==> config.mk <==
export PLATFORM = sky130hd
export DESIGN_NAME = breakpoint_watchpoint_unit_core
export DESIGN_NICKNAME = d
export VERILOG_FILES = /design/src/rtl/bwu_pkg.sv /design/src/rtl/bwu_ctrl.sv /design/src/rtl/bwu_datapath.sv /design/src/rtl/breakpoint_watchpoint_unit_core.sv
export SDC_FILE = /design/constraint.sdc
export NUM_CORES = 1
export LEC_CHECK = 0
export ABC_AREA = 1
export ABC_CLOCK_PERIOD_IN_PS = 9900
export BUFFER_PORTS_ARGS = -buffer_cell sky130_fd_sc_hd__buf_2
export CORE_AREA = 2 2 331 268
export DETAILED_ROUTE_END_ITERATION = 12
export DIE_AREA = 0 0 333 270
export PLACE_DENSITY_LB_ADDON = 0.05
export SLEW_MARGIN = 20
export SYNTH_ARGS = -nofsm -noshare
export SYNTH_HDL_FRONTEND = slang
export SYNTH_SLANG_ARGS = --single-unit
==> constraint.sdc <==
create_clock -name clk -period 9.9 [get_ports clk]
set_clock_uncertainty 0.2 [all_clocks]
set_input_delay 0.99 -clock clk [delete_from_list [all_inputs] [get_ports clk]]
set_output_delay 0.99 -clock clk [all_outputs]
set_load 0.02 [all_outputs]
==> src/rtl/bwu_pkg.sv <==
// Package for the breakpoint / watchpoint debug unit.
// Holds command, mode and status codes, the controller state type and the
// control struct between controller and datapath. No dependencies.
`timescale 1ns / 1ps
`default_nettype none

package bwu_pkg;

	localparam int CMD_W    = 3;
	localparam int ADDR_W   = 16;
	localparam int DATA_W   = 8;
	localparam int MODE_W   = 2;
	localparam int STATUS_W = 2;
	localparam int SLOT_W   = 4;

	localparam logic [CMD_W-1:0] CMD_TICK      = 3'd0;
	localparam logic [CMD_W-1:0] CMD_STEP      = 3'd1;
	localparam logic [CMD_W-1:0] CMD_ADD_BREAK = 3'd2;
	localparam logic [CMD_W-1:0] CMD_ADD_WATCH = 3'd3;
	localparam logic [CMD_W-1:0] CMD_CONTINUE  = 3'd4;
	localparam logic [CMD_W-1:0] CMD_OBSERVE   = 3'd5;

	typedef enum logic [MODE_W-1:0] {
		MODE_INIT        = 2'd0,
		MODE_INTERACTIVE = 2'd1,
		MODE_RUNNING     = 2'd2
	} mode_t;

	localparam logic [STATUS_W-1:0] STAT_OK      = 2'd0;
	localparam logic [STATUS_W-1:0] STAT_INVALID = 2'd1;
	localparam logic [STATUS_W-1:0] STAT_FULL    = 2'd2;

	typedef enum logic [1:0] {
		ST_IDLE = 2'b01,
		ST_EXEC = 2'b10
	} state_t;

	typedef struct packed {
		logic load;   // capture item and table lookups
		logic exec;   // apply item, load result register
	} ctrl_t;

endpackage

`default_nettype wire

==> src/rtl/bwu_ctrl.sv <==
// Controller for the debug unit: accept / execute sequencing and output valid.
// Depends on bwu_pkg.
`timescale 1ns / 1ps
`default_nettype none

module bwu_ctrl import bwu_pkg::*; (
	input  logic  clk,
	input  logic  arst_n,
	input  logic  in_valid,
	output logic  in_ready,
	output logic  out_valid,
	input  logic  out_ready,
	output ctrl_t ctrl
);

	state_t state_q;
	logic   out_valid_q;
	logic   out_free;

	assign in_ready  = (state_q == ST_IDLE);
	assign out_valid = out_valid_q;
	assign out_free  = !out_valid_q || out_ready;

	always_comb begin
		ctrl.load = (state_q == ST_IDLE) && in_valid;
		ctrl.exec = (state_q == ST_EXEC) && out_free;
	end

	always_ff @(posedge clk or negedge arst_n) begin
		if (!arst_n) begin
			state_q     <= ST_IDLE;
			out_valid_q <= 1'b0;
		end else begin
			case (state_q)
				ST_IDLE: begin
					if (in_valid)
						state_q <= ST_EXEC;
				end
				ST_EXEC: begin
					if (out_free)
						state_q <= ST_IDLE;
				end
				default: state_q <= ST_IDLE;
			endcase
			if (ctrl.exec)
				out_valid_q <= 1'b1;
			else if (out_ready)
				out_valid_q <= 1'b0;
		end
	end

endmodule

`default_nettype wire

==> src/rtl/bwu_datapath.sv <==
// Datapath for the debug unit: breakpoint and watch tables, mode state,
// parallel address match and the result register. Depends on bwu_pkg.
`timescale 1ns / 1ps
`default_nettype none

module bwu_datapath import bwu_pkg::*; #(
	parameter int TABLE_ENTRIES = 16
) (
	input  logic                clk,
	input  logic                arst_n,
	input  ctrl_t               ctrl,
	input  logic [CMD_W-1:0]    command,
	input  logic [ADDR_W-1:0]   address,
	input  logic [DATA_W-1:0]   data,
	input  logic [ADDR_W-1:0]   pc,
	output logic [STATUS_W-1:0] status,
	output logic                execute,
	output logic                break_hit,
	output logic                watch_changed,
	output logic [SLOT_W-1:0]   watch_slot,
	output logic [DATA_W-1:0]   old_value,
	output logic [MODE_W-1:0]   mode,
	output logic                verbose
);

	localparam int IW = (TABLE_ENTRIES > 1) ? $clog2(TABLE_ENTRIES) : 1;
	localparam int CW = $clog2(TABLE_ENTRIES + 1);
	localparam logic [CW-1:0] FULL_CNT = CW'(TABLE_ENTRIES);

	// tables
	logic [ADDR_W-1:0] brk_tab_q   [TABLE_ENTRIES];
	logic [ADDR_W-1:0] wch_tab_q   [TABLE_ENTRIES];
	logic [DATA_W-1:0] wch_val_q   [TABLE_ENTRIES];
	logic [CW-1:0]     brk_cnt_q;
	logic [CW-1:0]     wch_cnt_q;
	mode_t             mode_q;
	logic              verbose_q;

	// item capture
	logic [CMD_W-1:0]  cmd_s1;
	logic [ADDR_W-1:0] addr_s1;
	logic [DATA_W-1:0] data_s1;
	logic              brk_match_s1;
	logic              wch_match_s1;
	logic [IW-1:0]     wch_idx_s1;

	logic [ADDR_W-1:0] key;
	logic              brk_match;
	logic              wch_match;
	logic [IW-1:0]     wch_idx;

	always_comb begin
		key       = (command == CMD_TICK) ? pc : address;
		brk_match = 1'b0;
		wch_match = 1'b0;
		wch_idx   = '0;
		for (int i = TABLE_ENTRIES - 1; i >= 0; i--) begin
			if ((CW'(i) < brk_cnt_q) && (brk_tab_q[i] == key))
				brk_match = 1'b1;
			if ((CW'(i) < wch_cnt_q) && (wch_tab_q[i] == address)) begin
				wch_match = 1'b1;
				wch_idx   = IW'(i);
			end
		end
	end

	always_ff @(posedge clk) begin
		if (ctrl.load) begin
			cmd_s1       <= command;
			addr_s1      <= address;
			data_s1      <= data;
			brk_match_s1 <= brk_match;
			wch_match_s1 <= wch_match;
			wch_idx_s1   <= wch_idx;
		end
	end

	// execute
	logic [STATUS_W-1:0] st_n;
	logic                ex_n;
	logic                hit_n;
	logic                chg_n;
	logic [DATA_W-1:0]   old_n;
	mode_t               mode_n;
	logic                verb_n;
	logic                brk_wr;
	logic                wch_wr;
	logic                val_wr;
	logic [DATA_W-1:0]   wch_cur;
	logic [IW+SLOT_W-1:0] slot_ext;

	assign wch_cur  = wch_val_q[wch_idx_s1];
	assign slot_ext = {{SLOT_W{1'b0}}, wch_idx_s1};

	always_comb begin
		st_n   = STAT_OK;
		ex_n   = 1'b0;
		hit_n  = 1'b0;
		chg_n  = 1'b0;
		old_n  = '0;
		mode_n = mode_q;
		verb_n = verbose_q;
		brk_wr = 1'b0;
		wch_wr = 1'b0;
		val_wr = 1'b0;
		case (mode_q)
			MODE_INIT, MODE_INTERACTIVE: begin
				case (cmd_s1)
					CMD_STEP: begin
						if (mode_q == MODE_INTERACTIVE)
							ex_n = 1'b1;
						else
							st_n = STAT_INVALID;
					end
					CMD_ADD_BREAK: begin
						if (!brk_match_s1) begin
							if (brk_cnt_q < FULL_CNT)
								brk_wr = 1'b1;
							else
								st_n = STAT_FULL;
						end
					end
					CMD_ADD_WATCH: begin
						if (!wch_match_s1) begin
							if (wch_cnt_q < FULL_CNT)
								wch_wr = 1'b1;
							else
								st_n = STAT_FULL;
						end
					end
					CMD_CONTINUE: begin
						mode_n = MODE_RUNNING;
						verb_n = 1'b0;
					end
					default: st_n = STAT_INVALID;
				endcase
			end
			MODE_RUNNING: begin
				case (cmd_s1)
					CMD_TICK: begin
						ex_n = 1'b1;
						if (brk_match_s1) begin
							hit_n  = 1'b1;
							mode_n = MODE_INTERACTIVE;
							verb_n = 1'b1;
						end
					end
					CMD_OBSERVE: begin
						if (wch_match_s1 && (wch_cur != data_s1)) begin
							chg_n  = 1'b1;
							old_n  = wch_cur;
							val_wr = 1'b1;
							mode_n = MODE_INTERACTIVE;
							verb_n = 1'b1;
						end
					end
					default: st_n = STAT_INVALID;
				endcase
			end
			default: st_n = STAT_INVALID;
		endcase
	end

	always_ff @(posedge clk or negedge arst_n) begin
		if (!arst_n) begin
			mode_q    <= MODE_INIT;
			verbose_q <= 1'b0;
			brk_cnt_q <= '0;
			wch_cnt_q <= '0;
		end else if (ctrl.exec) begin
			mode_q    <= mode_n;
			verbose_q <= verb_n;
			if (brk_wr)
				brk_cnt_q <= brk_cnt_q + 1'b1;
			if (wch_wr)
				wch_cnt_q <= wch_cnt_q + 1'b1;
		end
	end

	always_ff @(posedge clk) begin
		if (ctrl.exec) begin
			if (brk_wr)
				brk_tab_q[brk_cnt_q[IW-1:0]] <= addr_s1;
			if (wch_wr) begin
				wch_tab_q[wch_cnt_q[IW-1:0]] <= addr_s1;
				wch_val_q[wch_cnt_q[IW-1:0]] <= data_s1;
			end
			if (val_wr)
				wch_val_q[wch_idx_s1] <= data_s1;
		end
	end

	// result register
	always_ff @(posedge clk) begin
		if (ctrl.exec) begin
			status        <= st_n;
			execute       <= ex_n;
			break_hit     <= hit_n;
			watch_changed <= chg_n;
			watch_slot    <= chg_n ? slot_ext[SLOT_W-1:0] : '0;
			old_value     <= old_n;
			mode          <= mode_n;
			verbose       <= verb_n;
		end
	end

endmodule

`default_nettype wire

==> src/rtl/breakpoint_watchpoint_unit_core.sv <==
// Top level of the breakpoint / watchpoint debug unit.
// Instantiates bwu_ctrl and bwu_datapath; depends on bwu_pkg.
//
//   channel | direction | handshake            | fields
//   in      | input     | in_valid / in_ready   | command, address, data, pc
//   out     | output    | out_valid / out_ready | status, execute, break_hit,
//           |           |                       | watch_changed, watch_slot,
//           |           |                       | old_value, mode, verbose
//
// Each item is accepted, which latches the item and the parallel table match,
// and then executed, which applies it and loads the result register.
// A held result stalls the execute step; no new item is accepted meanwhile.
// Reset clears mode, verbose and both table counts; table contents are not
// cleared and only entries below the count are ever matched.
`timescale 1ns / 1ps
`default_nettype none

module breakpoint_watchpoint_unit_core import bwu_pkg::*; #(
	parameter int TABLE_ENTRIES = 16
) (
	input  logic                clk,
	input  logic                arst_n,
	input  logic                in_valid,
	output logic                in_ready,
	input  logic [CMD_W-1:0]    command,
	input  logic [ADDR_W-1:0]   address,
	input  logic [DATA_W-1:0]   data,
	input  logic [ADDR_W-1:0]   pc,
	output logic                out_valid,
	input  logic                out_ready,
	output logic [STATUS_W-1:0] status,
	output logic                execute,
	output logic                break_hit,
	output logic                watch_changed,
	output logic [SLOT_W-1:0]   watch_slot,
	output logic [DATA_W-1:0]   old_value,
	output logic [MODE_W-1:0]   mode,
	output logic                verbose
);

	ctrl_t ctrl;

	bwu_ctrl u_ctrl (
		.clk       (clk),
		.arst_n    (arst_n),
		.in_valid  (in_valid),
		.in_ready  (in_ready),
		.out_valid (out_valid),
		.out_ready (out_ready),
		.ctrl      (ctrl)
	);

	bwu_datapath #(
		.TABLE_ENTRIES (TABLE_ENTRIES)
	) u_datapath (
		.clk           (clk),
		.arst_n        (arst_n),
		.ctrl          (ctrl),
		.command       (command),
		.address       (address),
		.data          (data),
		.pc            (pc),
		.status        (status),
		.execute       (execute),
		.break_hit     (break_hit),
		.watch_changed (watch_changed),
		.watch_slot    (watch_slot),
		.old_value     (old_value),
		.mode          (mode),
		.verbose       (verbose)
	);

endmodule

`default_nettype wire

; ---- Word level (Yosys, flattened, before mapping)
; Memory sizes are Yosys's and may differ from the RTL's.
; Index checks and enable logic that the tools add are counted.
[classes]
addsub = 2
order_cmp = 34
eq_ne = 44
muxes = 69
n_reduce_logical = 54
[op_table]
columns = cell, n
row1 = $eq 16x16->1, 32
row2 = $lt 4x5->1 const A, 16
row3 = $lt 3x5->1 const A, 8
row4 = $mux 4, 9
row5 = $logic_and 1x1->1, 35
row6 = $mux 1, 35
row7 = $reduce_or 15->1, 2
row8 = $mux 2, 11
row9 = $lt 1x5->1 const A, 4
row10 = $lt 2x5->1 const A, 4
row11 = $mux 16, 1
row12 = $pmux 2 s2, 4
row13 = $reduce_or 8->1, 2
row14 = $mux 3, 4
row15 = $add 5x1->5 const B, 2
row16 = $lt 5x5->1 const B, 2
row17 = $mux 8, 1
row18 = $ne 8x8->1, 1
row19 = $pmux 2 s4, 1
row20 = $reduce_and 2->1, 4
row21 = $eq 3x2->1 const B, 2
row22 = $eq 3x3->1 const B, 2
row23 = $logic_not 3->1, 2
row24 = $pmux 1 s2, 3
row25 = 12 further kinds, 16
[totals]
regBits = 69
ramBits = 640
input_bits = 47
output_inout_bits = 22
memories = 3
[memory_table]
columns = memory, words, word_bits, read_ports, rd_clocked_by_memory_dff, write_ports, line_no
row1 = u_datapath.brk_tab_q, 16, 16, 16, 0, 1, bwu_datapath.sv:31  ; logic [ADDR_W-1:0] brk_tab_q [TABLE_ENTRIES];
row2 = u_datapath.wch_tab_q, 16, 16, 16, 0, 1, bwu_datapath.sv:32  ; logic [ADDR_W-1:0] wch_tab_q [TABLE_ENTRIES];
row3 = u_datapath.wch_val_q, 16, 8, 1, 0, 1, bwu_datapath.sv:33  ; logic [DATA_W-1:0] wch_val_q [TABLE_ENTRIES];

; ---- Depth between registers and ports, before layout
; An unclocked memory read counts as a cell.
[depth]
word_depth = 18
ltp_mapped = 23
ltp_nobuf = 22

; ---- Cells and area by module
; A second synthesis with hierarchy kept.
[unflattened]
cells_unflattened = 2502
hier_area_um2 = 30743.2
[by_module_without_submodules]
columns = module, n_inst, cells_per_inst, area_per_inst_um2, seq_area_each_um2
row1 = bwu_datapath, 1, 2481, 30596.8, 21135.3
row2 = bwu_ctrl, 1, 21, 146.4, 76.3

; ---- Worst setup path after synthesis
; Ideal clock, no wire load.
[synth_timing]
path_type = in2reg
from = in out_ready
to = mem u_datapath.wch_tab_q[11][0] (enable)
setup_ps = 388
arrival_ps = 3763
t_required_ps = 9312
setup_slack_ps = 5548
path_stages = 6
cell_sequence = nor2_1 -> nor2_1 -> nand3_1 -> nor2_1 -> nand2_1 -> nor2_1
[synth_rtl]
columns = item, line_no
row1 = start: declaration, breakpoint_watchpoint_unit_core.sv:30  ; input logic out_ready,
row2 = end: declaration, bwu_datapath.sv:32

; ---- Final worst setup path
[layout_timing]
from = reg u_datapath.wch_idx_s1[0]
to = mem u_datapath.wch_val_q[15][0] (enable)
[layout_between]
elab_chain_cells = 11
word_cells_on_any_way = 12
classes_between = 1 x eq/ne / 8 x mux / 2 x reduce/logical / 1 x memory
[layout_lines]
columns = item, line_no
row1 = start: declaration, bwu_datapath.sv:45  ; logic [IW-1:0] wch_idx_s1;
row2 = start signal: assignment, bwu_datapath.sv:74  ; wch_idx_s1 <= wch_idx;
row3 = $mem_v2 16x8, --
row4 = $ne 8x8->1, bwu_datapath.sv:149  ; if (wch_match_s1 && (wch_cur != data_s1)) begin
row5 = $logic_and 1x1->1, bwu_datapath.sv:149
row6 = $mux 1, bwu_datapath.sv:149
row7 = $mux 1, bwu_datapath.sv:139  ; case (cmd_s1)
row8 = $mux 1, bwu_datapath.sv:106  ; case (mode_q)
row9 = $mux 1, bwu_datapath.sv:188  ; if (val_wr)
row10 = $mux 1, bwu_datapath.sv:181  ; if (ctrl.exec) begin
row11 = $mux 1 (not written as such), bwu_datapath.sv:189  ; wch_val_q[wch_idx_s1] <= data_s1;
row12 = $reduce_or 8->1 (no line), --
row13 = $mux 4 (no line) or $mux 1 (tied branches), --
row14 = end: declaration, bwu_datapath.sv:33
; Parallel ways exist; a longest one is shown, timed or not.

==> results.py <==
metrics = {
    "place": {
        "gp_congestion": 0.879,
        "dp_hpwl_mm": 63.1,
        "placedCellCount": 3656,
        "io_buffer_count": 68,
        "pre_cts_ws_ns": 5.20,
    },
    "clock_tree": {
        "cts.root.buffer_cell": "clkbuf_16",
        "cts_buffers": 77,
        "h-tree-depth": 3,
        "cts_setup_buffers": 0,
        "cts-resized-gates": 0,
        "cts_tree": "yes",
        "clk_latency_ns": 0.63,
        "ctsHoldBuffers": 0,
        "cts_sinks": 709,
        "clockBufferDepth": 3,
        "clkTransAtPathRegs_ns": 0.06,
    },
    "detailed_routing": {
        "drt-wirelength-per-cell_um": 27.6,
        "dr.pass1.iters": 5,
        "vias": 20600,
        "drc": 0,
        "drt_wl_total_mm": 105,
        "drt_iter0_markers": 2367,
        "post_drt_via_cell_ratio": 5.41,
        "ant_nets": 0,
    },
    "synthesis": {
        "synth_simple_gate_area_share_pct": 13.3,
        "netlist_instances": 2478,
        "muxShareOfSynthArea_pct": 0,
        "synth_area_mm2": 0.0309,
        "ys_warn_count": 0,
        "syn_nets": 2533,
        "ys_seq_elements": 709,
        "synthXorXnorAreaFrac_pct": 5.69,
        "postSynth.asyncResetShare_pct": 2.26,
        "synth.distinct_cells": 56,
        "synth_edf_count": 693,
        "yosys.area_share.adder_pct": 0.324,
        "synth-compound-area-share_pct": 8.58,
        "synth_top_family_by_area": "simple AND/OR/NAND/NOR gates",
        "synthFlopType": "edfxtp_1",
        "avgSynthCellArea_um2": 12.5,
        "ys_seq_area_share_pct": 68.6,
    },
    "sta": {
        "hold_viol": 0,
        "setup_viol": 0,
        "finalSetupTns_ns": 0,
        "worst_slew_pin_slew_ns": 1.15,
        "post-route-period-util_pct": 45.7,
        "min_period_ns": 4.52,
        "slew_violations": 0,
        "fin_ws_ns": 5.38,
        "relSlewSlack_pct": 23.0,
        "rsz0062_at_grt": "false",
        "timing.fmax_ghz": 0.221,
    },
    "worst_setup_path": {
        "cp_num_buf_inv": 3,
        "reg2reg_to": "u_datapath.wch_val_q[15][0]",
        "crit_required_ns": 9.94,
        "worst_r2r_startpoint": "u_datapath.wch_idx_s1[0]",
        "critical_path_class": "flip-flop to flip-flop",
        "r2r_cells": 19,
        "cp_cell_sequence": "buf_4 > inv_8 > nor2_2 > nor2_1 > o21ai_1 > o211ai_1 > nand3_2 > nand2_1 > nand2_1 > nand2_1 > nand2_1 > nor2_1 > nand2_2 > nand4_4 > inv_1 > nand2_1 > nand2_1 > nand2_1 > nor2_1",
        "critPathTopFamily": "simple AND/OR/NAND/NOR gates",
        "slowest_stage": "nor2_1",
        "cp.arrival_ns": 4.56,
        "slowest_delay_ns": 0.83,
        "endpoint_kind": "flip-flop",
        "cp_max_fo": 70,
        "cp-start-kind": "flip-flop",
        "regToRegSetupSlack_ns": 5.38,
        "worst_path_most_repeated_cell": "nand2_1",
    },
    "flow_run": {
        "drv_cap": 0,
    },
    "global_routing": {
        "grt.total_usage_pct": 23.1,
        "grt_pass1_vias": 19700,
        "antenna_found_initial": 16,
        "overflow": 0,
        "grt_max_degree": 71,
        "grt_pass1_wl_mm": 148,
    },
    "floorplanning": {
        "initial_core_util_pct": 35.7,
        "die_x_um": 333,
        "rows": 97,
        "die_h_um": 270,
        "die_area_mm2": 0.0899,
        "core_mm2": 0.0867,
        "pin_count": 69,
    },
    "layout": {
        "instances_no_fill": 3796,
        "areaGrowthSynthToFinish_pct": 13.2,
        "layout-drive-gt1-share_pct": 14.0,
        "fin_util_pct": 40.4,
        "nets": 2652,
        "final_common_cell": "edfxtp_1",
        "layout_common_cells": "693 x edfxtp_1, 416 x nand2_1, 239 x nor2_1",
    },
    "run_status": {
        "outcome": "complete, no violations",
    },
    "power": {
        "p_per_area_mw_per_mm2": 190,
        "p_leak_nw": 12.1,
        "peakVddDrop_v": 0.0000974,
    },
    "hold_path": {
        "hp-class": "input pin to asynchronous set/reset pin",
    },
}
[sequential cells by signal (all words and copies together), names as in the netlist, 3 cells and up]
signal                 count
u_datapath.wch_idx_s1      4
u_datapath.wch_tab_q     256
u_datapath.wch_cnt_q       5
u_datapath.addr_s1        16
u_datapath.brk_cnt_q       5
u_datapath.watch_slot      4
u_datapath.brk_tab_q     256
u_datapath.old_value       8
u_datapath.cmd_s1          3
u_datapath.data_s1         8
u_datapath.wch_val_q     128
[kinds of logic (layout without fill, tap and decap cells)]
| logic type | count (synthesis) | count (layout) |
|---|---|---|
| AOI/OAI and AO/OA | 410 | 410 |
| xor gates and xnor gates | 201 | 201 |
| adders and majority gates | 8 | 8 |
| buffers and inverters | 231 | 407 |
| DFF | 709 | 709 |
| other | 0 | 4 |
| and+or+nand+nor | 919 | 919 |
[cell type report]
type,instances,area (um^2)
Fill cell,8186,51600
Sequential cell,709,21200
Multi-Input combinational cell,1538,8650
Clock buffer,100,2100
Tap cell,1138,1420
Timing Repair Buffer,137,856
Inverter,134,510
Clock inverter,36,260
Antenna cell,4,10.0
[layer usage]
| metal | GRT usage (%) | part of all wire, % |
|---|---|---|
| met1 | 34.6 | 48 |
| met2 | 34.6 | 44 |
| met4 | 5.67 | 2.1 |
| met5 | 0 | 0.032 |
| met3 | 3.86 | 6.6 |
[synthesized netlist by cell type, drive strengths merged, types with 4 or more instances]
master / number / area, um^2
nand4: 35 / 234
nor2: 267 / 1060
inv: 131 / 499
and2: 4 / 25.0
nor3: 15 / 80.1
a31oi: 6 / 37.5
ha: 8 / 100
a21oi: 26 / 130
edfxtp: 693 / 20800
o22ai: 59 / 369
buf: 80 / 522
o211ai: 35 / 278
o2111ai: 11 / 96.3
a22o: 20 / 175
xor2: 118 / 1030
nand3b: 10 / 75.1
o21ai: 178 / 928
nor4: 38 / 238
clkbuf: 17 / 66.3
or2: 56 / 350
nand2: 427 / 1640
a211oi: 22 / 165
xnor2: 83 / 727
dfrtp: 15 / 375
nand3: 63 / 380
a221oi: 44 / 392
[where the power goes]
part	leakage (nW)	internal (mW)	switching, mW	total, mW
registers	6.42	3.34	0.0431	3.38
logic	4.54	0.123	0.381	0.504
clock network	1.15	1.59	1.19	2.78
total	12.1	5.05	1.62	6.67
[worst max path at each step]
stage                        startpoint                     endpoint  slack (ns)  cells past startpoint
4_1_cts        u_datapath.wch_idx_s1[0]  u_datapath.wch_val_q[15][5]        5.31                     19
6_report       u_datapath.wch_idx_s1[0]  u_datapath.wch_val_q[15][0]        5.38                     19
3_5_place_dp                 command[0]      u_datapath.brk_match_s1        5.20                     13
3_3_place_gp                 command[1]      u_datapath.brk_match_s1        5.21                     14
5_1_grt        u_datapath.wch_idx_s1[0]  u_datapath.wch_val_q[14][5]        5.03                     19
2_1_floorplan                 out_ready  u_datapath.wch_tab_q[11][0]        5.55                      6
[per-stage QoR]
stage                     cell area, um^2  hold WS [ns]  power (mW)
final                               35000         0.208        6.67
after global routing                35000         0.196        6.87
after CTS                           35000         0.172        6.73
after detailed placement            32700         0.287        3.95
after global placement              32700         0.282        3.95
after floorplan                     30900         0.252        3.71
Note: power is estimated with default switching activity, not from simulation.
